[config.mk]
export PLATFORM = sky130hd
export DESIGN_NAME = lowest_free_slot_allocator_top
export DESIGN_NICKNAME = d
export VERILOG_FILES = /design/src/sv/lfsa_pkg.sv /design/src/sv/lfsa_leaf_ram.sv /design/src/sv/lfsa_apb_regs.sv /design/src/sv/lfsa_engine.sv /design/src/sv/lowest_free_slot_allocator_top.sv
export SDC_FILE = /design/constraint.sdc
export NUM_CORES = 1
export LEC_CHECK = 0
export ABC_CLOCK_PERIOD_IN_PS = 6600
export BUFFER_PORTS_ARGS = -buffer_cell sky130_fd_sc_hd__buf_2
export CAP_MARGIN = 20
export CORE_ASPECT_RATIO = 0.6
export CORE_MARGIN = 4
export CORE_UTILIZATION = 25
export CTS_BUF_LIST = sky130_fd_sc_hd__clkbuf_4
export CTS_CLUSTER_DIAMETER = 50
export DETAILED_ROUTE_END_ITERATION = 8
export HOLD_SLACK_MARGIN = 0.05
export PLACE_DENSITY = 0.37
export SLEW_MARGIN = 20
export SYNTH_ARGS = -nofsm -noshare
export SYNTH_HDL_FRONTEND = slang
export SYNTH_SLANG_ARGS = --single-unit
[constraint.sdc]
create_clock -name clk_i -period 6.6 [get_ports clk_i]
set_input_delay 0.33 -clock clk_i [delete_from_list [all_inputs] [get_ports clk_i]]
set_output_delay 0.33 -clock clk_i [all_outputs]
set_load 0.005 [all_outputs]
[src/sv/lfsa_pkg.sv]
package lfsa_pkg;

  // Field widths of one transaction
  localparam int unsigned SLOT_W   = 11;
  localparam int unsigned STATUS_W = 2;

  // Highest slot number the slot fields can carry
  localparam int unsigned SLOT_MAX = (2 ** SLOT_W) - 1;

  // Leaf words of the occupancy store
  localparam int unsigned LEAF_W  = 32;
  localparam int unsigned LEAF_BW = 5;

  // Configuration port
  localparam int unsigned APB_DW     = 32;
  localparam int unsigned APB_AW     = 3;
  localparam int unsigned REG_IDX_W  = 1;
  localparam logic [REG_IDX_W-1:0] REG_SEAT_COUNT = 1'b0;
  localparam logic [SLOT_W-1:0]    SEAT_COUNT_RST = 11'd1024;

  typedef enum logic {
    FN_RESERVE = 1'b0,
    FN_RELEASE = 1'b1
  } func_e;

  typedef enum logic [STATUS_W-1:0] {
    ST_OK          = 2'd0,
    ST_FULL        = 2'd1,
    ST_BAD_RELEASE = 2'd2
  } status_e;

  typedef enum logic {
    ES_IDLE   = 1'b0,
    ES_MODIFY = 1'b1
  } engine_state_e;

endpackage

[src/sv/lfsa_leaf_ram.sv]
module lfsa_leaf_ram
  import lfsa_pkg::*;
#(
  parameter int unsigned WORDS = 32,
  parameter int unsigned AW    = 5
) (
  input  logic              clk_i,
  input  logic              rst_ni,
  input  logic              rd_en_i,
  input  logic [AW-1:0]     rd_addr_i,
  output logic [LEAF_W-1:0] rd_data_o,
  input  logic              wr_en_i,
  input  logic [AW-1:0]     wr_addr_i,
  input  logic [LEAF_W-1:0] wr_data_i
);

  logic [LEAF_W-1:0] mem [WORDS];
  logic [WORDS-1:0]  written_q;
  logic [LEAF_W-1:0] rd_data_q;
  logic              rd_written_q;

  // Leaf storage and registered read port
  always_ff @(posedge clk_i) begin
    if (wr_en_i) begin
      mem[wr_addr_i] <= wr_data_i;
    end
    if (rd_en_i) begin
      rd_data_q <= mem[rd_addr_i];
    end
  end

  // Per-word written flags: a word never written reads as all free
  always_ff @(posedge clk_i or negedge rst_ni) begin
    if (!rst_ni) begin
      written_q    <= '0;
      rd_written_q <= 1'b0;
    end else begin
      if (wr_en_i) begin
        written_q[wr_addr_i] <= 1'b1;
      end
      if (rd_en_i) begin
        rd_written_q <= written_q[rd_addr_i];
      end
    end
  end

  assign rd_data_o = rd_written_q ? rd_data_q : '0;

endmodule

[src/sv/lfsa_apb_regs.sv]
module lfsa_apb_regs
  import lfsa_pkg::*;
(
  input  logic              clk_i,
  input  logic              rst_ni,
  input  logic              psel,
  input  logic              penable,
  input  logic              pwrite,
  input  logic [APB_AW-1:0] paddr,
  input  logic [APB_DW-1:0] pwdata,
  output logic [APB_DW-1:0] prdata,
  output logic              pready,
  output logic [SLOT_W-1:0] seat_count_o
);

  logic [SLOT_W-1:0]    seat_count_q;
  logic [REG_IDX_W-1:0] reg_idx;
  logic                 wr_seat_count;

  // Word-aligned register decode
  assign reg_idx       = paddr[APB_AW-1:2];
  assign wr_seat_count = psel & penable & pwrite & (reg_idx == REG_SEAT_COUNT);

  always_ff @(posedge clk_i or negedge rst_ni) begin
    if (!rst_ni) begin
      seat_count_q <= SEAT_COUNT_RST;
    end else if (wr_seat_count) begin
      seat_count_q <= pwdata[SLOT_W-1:0];
    end
  end

  // Read-back
  always_comb begin
    prdata = '0;
    if (reg_idx == REG_SEAT_COUNT) begin
      prdata = APB_DW'(seat_count_q);
    end
  end

  assign pready       = 1'b1;
  assign seat_count_o = seat_count_q;

endmodule

[src/sv/lfsa_engine.sv]
module lfsa_engine
  import lfsa_pkg::*;
#(
  parameter int unsigned USED  = 1024,
  parameter int unsigned WORDS = 32,
  parameter int unsigned AW    = 5
) (
  input  logic                clk_i,
  input  logic                rst_ni,
  input  logic [SLOT_W-1:0]   seat_count_i,
  // request side
  input  logic                in_valid_i,
  output logic                in_stall_o,
  input  logic                func_i,
  input  logic [SLOT_W-1:0]   seat_number_i,
  // result side
  output logic                out_valid_o,
  input  logic                out_stall_i,
  output logic [SLOT_W-1:0]   granted_seat_o,
  output logic [STATUS_W-1:0] status_o,
  // leaf memory
  output logic                rd_en_o,
  output logic [AW-1:0]       rd_addr_o,
  input  logic [LEAF_W-1:0]   rd_data_i,
  output logic                wr_en_o,
  output logic [AW-1:0]       wr_addr_o,
  output logic [LEAF_W-1:0]   wr_data_o
);

  localparam logic [SLOT_W-1:0] UsedSlots = SLOT_W'(USED);
  localparam int unsigned       LastRem   = USED - (WORDS - 1) * LEAF_W;
  localparam logic [LEAF_W:0]   LastOnes  = (LEAF_W+1)'((64'd1 << LastRem) - 64'd1);
  // Bits past the last slot always look taken
  localparam logic [LEAF_W-1:0] LastPad   = ~LastOnes[LEAF_W-1:0];
  localparam logic [AW-1:0]     LastWord  = AW'(WORDS - 1);

  engine_state_e state_q, state_d;

  logic [WORDS-1:0]   full_q;
  logic               func_q;
  logic [AW-1:0]      word_q;
  logic [LEAF_BW-1:0] bit_q;
  logic               skip_q;

  logic                out_valid_q, out_valid_d;
  logic [SLOT_W-1:0]   granted_q;
  status_e             status_q;

  logic                accept;
  logic [SLOT_W-1:0]   n_active;
  logic [SLOT_W-1:0]   seat_m1;
  logic [SLOT_W-LEAF_BW-1:0] rel_word;
  logic                rel_bad;
  logic                any_free;
  logic [AW-1:0]       free_word;

  logic [LEAF_W-1:0]   pad;
  logic [LEAF_W-1:0]   cur;
  logic [LEAF_BW-1:0]  zero_bit;
  logic [SLOT_W-1:0]   cand_slot;
  logic                sum_we;
  logic                sum_full;
  logic [SLOT_W-1:0]   res_seat;
  status_e             res_status;

  // Handshake and active slot count
  assign in_stall_o = (state_q != ES_IDLE) | (out_valid_q & out_stall_i);
  assign accept     = in_valid_i & ~in_stall_o;
  assign n_active   = (seat_count_i > UsedSlots) ? UsedSlots : seat_count_i;

  // Release decode
  assign seat_m1  = seat_number_i - SLOT_W'(1);
  assign rel_word = seat_m1[SLOT_W-1:LEAF_BW];
  assign rel_bad  = (seat_number_i == '0) | (seat_number_i > n_active);

  // Summary search: lowest word that still has a free bit
  always_comb begin
    any_free  = 1'b0;
    free_word = '0;
    for (int i = WORDS - 1; i >= 0; i--) begin
      if (!full_q[i]) begin
        any_free  = 1'b1;
        free_word = AW'(i);
      end
    end
  end

  // Leaf read issued with the transaction
  assign rd_en_o   = accept;
  assign rd_addr_o = (func_i == FN_RELEASE) ? (rel_bad ? '0 : rel_word[AW-1:0]) : free_word;

  // Next state
  always_comb begin
    state_d = state_q;
    unique case (state_q)
      ES_IDLE:   if (accept) state_d = ES_MODIFY;
      ES_MODIFY: state_d = ES_IDLE;
      default:   state_d = ES_IDLE;
    endcase
  end

  // Leaf word search: lowest free bit
  assign pad = (word_q == LastWord) ? LastPad : '0;
  assign cur = rd_data_i | pad;

  always_comb begin
    zero_bit = '0;
    for (int b = LEAF_W - 1; b >= 0; b--) begin
      if (!cur[b]) zero_bit = LEAF_BW'(b);
    end
  end

  assign cand_slot = SLOT_W'({word_q, zero_bit}) + SLOT_W'(1);

  // Modify and write back
  always_comb begin
    wr_en_o    = 1'b0;
    wr_addr_o  = word_q;
    wr_data_o  = rd_data_i;
    sum_we     = 1'b0;
    sum_full   = 1'b0;
    res_seat   = '0;
    res_status = ST_OK;
    if (state_q == ES_MODIFY) begin
      if (func_q == FN_RESERVE) begin
        if (skip_q || (cand_slot > n_active)) begin
          res_status = ST_FULL;
        end else begin
          wr_en_o   = 1'b1;
          wr_data_o = rd_data_i | (LEAF_W'(1) << zero_bit);
          sum_we    = 1'b1;
          sum_full  = &(wr_data_o | pad);
          res_seat  = cand_slot;
        end
      end else begin
        if (skip_q || !rd_data_i[bit_q]) begin
          res_status = ST_BAD_RELEASE;
        end else begin
          wr_en_o   = 1'b1;
          wr_data_o = rd_data_i & ~(LEAF_W'(1) << bit_q);
          sum_we    = 1'b1;
          sum_full  = 1'b0;
        end
      end
    end
  end

  // Result register: free again once the transaction is taken
  always_comb begin
    out_valid_d = out_valid_q;
    if (state_q == ES_MODIFY) begin
      out_valid_d = 1'b1;
    end else if (out_valid_q && !out_stall_i) begin
      out_valid_d = 1'b0;
    end
  end

  // Control state
  always_ff @(posedge clk_i or negedge rst_ni) begin
    if (!rst_ni) begin
      state_q     <= ES_IDLE;
      out_valid_q <= 1'b0;
      full_q      <= '0;
    end else begin
      state_q     <= state_d;
      out_valid_q <= out_valid_d;
      if (sum_we) begin
        full_q[word_q] <= sum_full;
      end
    end
  end

  // Request and result payload
  always_ff @(posedge clk_i) begin
    if (accept) begin
      func_q <= func_i;
      bit_q  <= seat_m1[LEAF_BW-1:0];
      word_q <= rd_addr_o;
      skip_q <= (func_i == FN_RELEASE) ? rel_bad : ~any_free;
    end
    if (state_q == ES_MODIFY) begin
      granted_q <= res_seat;
      status_q  <= res_status;
    end
  end

  assign out_valid_o    = out_valid_q;
  assign granted_seat_o = granted_q;
  assign status_o       = status_q;

endmodule

[src/sv/lowest_free_slot_allocator_top.sv]
// Lowest-free slot allocator. Each request transaction either reserves the
// lowest-numbered free slot in 1..seat_count or releases a named slot, and
// gives one result transaction (granted slot, status: ok, no free slot, or
// bad release). Occupancy is a two-level bitmap: a per-word "full" summary in
// flip-flops and 32-slot leaf words in a single-port-per-direction RAM. Each
// transaction searches the summary and issues the leaf read (ES_IDLE), then
// picks the bit and writes the leaf back (ES_MODIFY). The RAM's read-modify-
// write means a new request is taken only after the previous one is done. The
// result sits in an output register while the next request is accepted, unless it is stalled.
// Slots are cleared by per-word written flags at reset, so there is no
// clearing pass. seat_count (APB offset 0) may only change while idle; counts
// above SEATS act as SEATS, and slots above 2047 are not addressable.
module lowest_free_slot_allocator_top
  import lfsa_pkg::*;
#(
  parameter int unsigned SEATS = 1024
) (
  input  logic                clk_i,
  input  logic                rst_ni,
  // configuration
  input  logic                psel,
  input  logic                penable,
  input  logic                pwrite,
  input  logic [APB_AW-1:0]   paddr,
  input  logic [APB_DW-1:0]   pwdata,
  output logic [APB_DW-1:0]   prdata,
  output logic                pready,
  // request
  input  logic                in_valid_i,
  output logic                in_stall_o,
  input  logic                func_i,
  input  logic [SLOT_W-1:0]   seat_number_i,
  // result
  output logic                out_valid_o,
  input  logic                out_stall_i,
  output logic [SLOT_W-1:0]   granted_seat_o,
  output logic [STATUS_W-1:0] status_o
);

  localparam int unsigned Used  = (SEATS < SLOT_MAX) ? SEATS : SLOT_MAX;
  localparam int unsigned Words = (Used + LEAF_W - 1) / LEAF_W;
  localparam int unsigned Aw    = (Words > 1) ? $clog2(Words) : 1;

  logic [SLOT_W-1:0] seat_count;
  logic              rd_en;
  logic [Aw-1:0]     rd_addr;
  logic [LEAF_W-1:0] rd_data;
  logic              wr_en;
  logic [Aw-1:0]     wr_addr;
  logic [LEAF_W-1:0] wr_data;

  lfsa_apb_regs u_regs (
    .clk_i        (clk_i),
    .rst_ni       (rst_ni),
    .psel         (psel),
    .penable      (penable),
    .pwrite       (pwrite),
    .paddr        (paddr),
    .pwdata       (pwdata),
    .prdata       (prdata),
    .pready       (pready),
    .seat_count_o (seat_count)
  );

  lfsa_engine #(
    .USED  (Used),
    .WORDS (Words),
    .AW    (Aw)
  ) u_engine (
    .clk_i          (clk_i),
    .rst_ni         (rst_ni),
    .seat_count_i   (seat_count),
    .in_valid_i     (in_valid_i),
    .in_stall_o     (in_stall_o),
    .func_i         (func_i),
    .seat_number_i  (seat_number_i),
    .out_valid_o    (out_valid_o),
    .out_stall_i    (out_stall_i),
    .granted_seat_o (granted_seat_o),
    .status_o       (status_o),
    .rd_en_o        (rd_en),
    .rd_addr_o      (rd_addr),
    .rd_data_i      (rd_data),
    .wr_en_o        (wr_en),
    .wr_addr_o      (wr_addr),
    .wr_data_o      (wr_data)
  );

  lfsa_leaf_ram #(
    .WORDS (Words),
    .AW    (Aw)
  ) u_leaf_ram (
    .clk_i     (clk_i),
    .rst_ni    (rst_ni),
    .rd_en_i   (rd_en),
    .rd_addr_i (rd_addr),
    .rd_data_o (rd_data),
    .wr_en_i   (wr_en),
    .wr_addr_i (wr_addr),
    .wr_data_i (wr_data)
  );

endmodule

==> results.ini <==
[placement]
port_buffers = 56
routabilityCongestion = 0.8718
place_worst_setup_slack_ps = 545.9
dp.cells = 5689
place.detailed.hpwl_mm = 101.4

[final_layout]
seq_area_sq_um = 34420
multiInputGateArea_sq_um = 14430
fill_cells = 19450
final_cells = 6239
layout_commonest_cell = edfxtp_1
synthToLayoutAreaGrowth_pct = 19.26
layout_common_cells = edfxtp_1, mux2i_1, clkbuf_4, mux2_2, a22oi_1
nets = 3494
layout-drive-gt1-share = 0.3014

[critical_path]
path_class = reg2reg
rrSetupSlack_ps = 360
critPathCaptureType = flip-flop
setup.worst_path.start = u_leaf_ram.rd_data_q[29]$_DFFE_PP_
crit_arrival_ps = 6960
cp-start-kind = flip-flop
cp.required_ps = 7330
r2r_start = u_leaf_ram.rd_data_q[29]$_DFFE_PP_
path_max_fanout = 16

[power]
power_frac_seq = 0.488
p_per_area_nw_per_um2 = 309.1
sw_frac_of_total = 0.2876
power_frac_comb = 0.181
intPower_mw = 12.97
switching_power_mw = 5.238
ir_drop_mv = 0.1322
power_leakage_nw = 19.34
clkPwrFrac = 0.330

[clocking]
max-clock-path-buffers = 4
h-tree-depth = 5
clock_sinks = 1159
ctsRootBufferMaster = clkbuf_4
cts.clk_slew.worst_paths_ps = 60
cts_buffers = 291
cts_tree = yes
clk_latency_ps = 1110

[timing]
fin_skew_ps = 139.1
drv_slew = 0
fin_ws_ps = 364.9
setup_viol = 0
fin_tns_setup_ps = 0
max_freq_ghz = 0.1604
rsz0062_at_grt = false
tightestPinTransition_ps = 1076
maxSlewHeadroom = 0.2764
min_period_over_period = 0.9447
hold_violations = 0
period_needed_ps = 6235

[min_path]
min_from = seat_number_i[7]
hold_path.class = in2reg

[route]
wl_mm = 159.8
firstDrtPassIters = 5
viasPerCell = 4.606
ant_nets = 0
drt_iter0_markers = 2164
drc = 0
vias = 28740
wl_per_cell_um = 25.61

[grt]
grt.overflow.total = 0
grt_pass1_vias = 29160
grt_pass1_wl_mm = 223.5
grt_max_degree = 118
antenna_found_initial = 17
grt.total_usage = 0.1515

[floorplan]
start_util = 0.2513
die_h_um = 352.3
coreArea_sq_um = 196600
die_area_sq_um = 205000
io_pins = 102
die_x_um = 581.8
rows = 126

[yosys]
synth_seq_area_share = 0.6967
synth_edf_count = 1081
synth_cell_types = 85
syn-cell-area_sq_um = 49390
syn_area_per_cell_sq_um = 16.49
yosys_most_used_dff = edfxtp_1
syn_inst = 2995
async_reset_ff_frac = 0.06730
ys.warnings.count = 0
ys_ff_latch = 1159

[status]
outcome = complete, no violations

[job]
cap_violations = 0

cell families after synthesis:
logic type / synth area share
muxes: 0.1755
DFF: 0.6967
and+or+nand+nor: 0.04704
xor gates and xnor gates: 0.002128
buffers and inverters: 0.02161
AOI/OAI and AO/OA: 0.04998
other: 0.0001520
adders and majority gates: 0.006839
final timing paths:
check                                                        to  cells after the start
max in group asynchronous            u_engine.state_q$_DFF_PN0_                      4
max reg2reg                    u_leaf_ram.mem[18][19]$_DFFE_PP_                     20
min                             u_engine.wr_addr_o[3]$_DFFE_PP_                      5
min reg2reg                u_leaf_ram.written_q[14]$_DFFE_PN0P_                      2
max                            u_leaf_ram.mem[18][19]$_DFFE_PP_                     20
min in group asynchronous   u_leaf_ram.written_q[3]$_DFFE_PN0P_                      4
repair_timing:
action,4_1_cts,5_1_grt
setup buffers,0,0
endpoints found under the hold margin,111,0
hold buffers,55,0
gates resized for setup,0,0
per-layer routing:
layer | up-vias | wire length, um | share of wire | track usage
met1 | 14870 | 82430 | 0.52 | 0.2337
met2 | 800 | 66240 | 0.41 | 0.2141
met4 | 0 | 2869 | 0.018 | 0.03400
li1 | 12840 | - | - | -
met3 | 234 | 8248 | 0.052 | 0.03300
met5 | - | 0 | 0 | 0
flip-flops by register name, indices dropped and copies added (netlist names), 2 cells and up:
name                     count
u_leaf_ram.written_q        32
u_engine.granted_seat_o     11
u_engine.status_o            2
u_leaf_ram.mem            1024
u_engine.wr_addr_o           5
u_engine.full_q             32
u_engine.bit_q               5
u_regs.seat_count_o         11
u_leaf_ram.rd_data_q        32
cell usage after synthesis (all sizes together), types with 7 or more instances:
cell type  count  area share
a2111oi        7      0.0017
a211oi        11      0.0017
a21oi         43      0.0044
a22oi        140       0.021
a31oi         13      0.0016
a32oi         16      0.0028
and3          19      0.0024
and4          33      0.0059
buf          129       0.015
clkbuf        46      0.0035
dfrtp         77       0.039
edfxtp      1081        0.66
ha            27      0.0068
inv           40      0.0030
mux2         301       0.069
mux2i        514        0.10
nand2         98      0.0074
nand2b        10      0.0013
nand3         37      0.0039
nand4         23      0.0029
nor2          78      0.0059
nor2b         25      0.0032
nor3          14      0.0014
nor4          16      0.0026
o21ai         34      0.0034
or2           31      0.0039
or4            8      0.0013
xnor2         10      0.0018
power by group through the flow:
stage	registers [mW]	clock network, mW	logic, mW
2_1_floorplan	8.97	0	1.81
3_3_place_gp	9.04	0	3.26
3_5_place_dp	9.04	0	3.30
4_1_cts	8.88	6.31	3.36
5_1_grt	8.90	6.70	3.54
6_report	8.89	6.02	3.30
cell type report:
cell class / instances / share of cell area
clock buffers: 408 / 0.05199
repair buffers: 280 / 0.05204
clock inverters: 79 / 0.008071
flip-flops and latches: 1159 / 0.5842
inverters: 40 / 0.002676
well taps: 2624 / 0.05573
multi-input cells: 1641 / 0.2449
diodes: 8 / 0.0003398
through the flow:
| step | total power [mW] | util | hold slack [ps] | cell area [sq um] |
|---|---|---|---|---|
| after floorplan | 10.79 | - | 34.41 | 49470 |
| after global placement | 12.30 | 0.2787 | 213.9 | 54790 |
| after detailed placement | 12.34 | 0.2787 | 224.4 | 54790 |
| after CTS | 18.55 | 0.2995 | 78.03 | 58880 |
| after global routing | 19.14 | 0.2996 | 95.63 | 58890 |
| final | 18.21 | 0.2997 | 203.2 | 58910 |
worst max-delay path, stage by stage (launching register included):
cell,delay [ps]
edfxtp_1,650
and3_1,240
a311oi_1,200
or4b_2,790
a21boi_2,340
nor2_1,110
inv_2,240
nor3_1,150
nand2_1,130
xnor2_1,110
ha_1,350
nand3_1,120
nor4_1,360
nor3_1,80
a311oi_1,300
buf_4,180
nor2_1,50
or4_1,540
buf_12,200
nor2_4,460
buf_12,260
No activity file was read; power rests on OpenSTA's default activity.
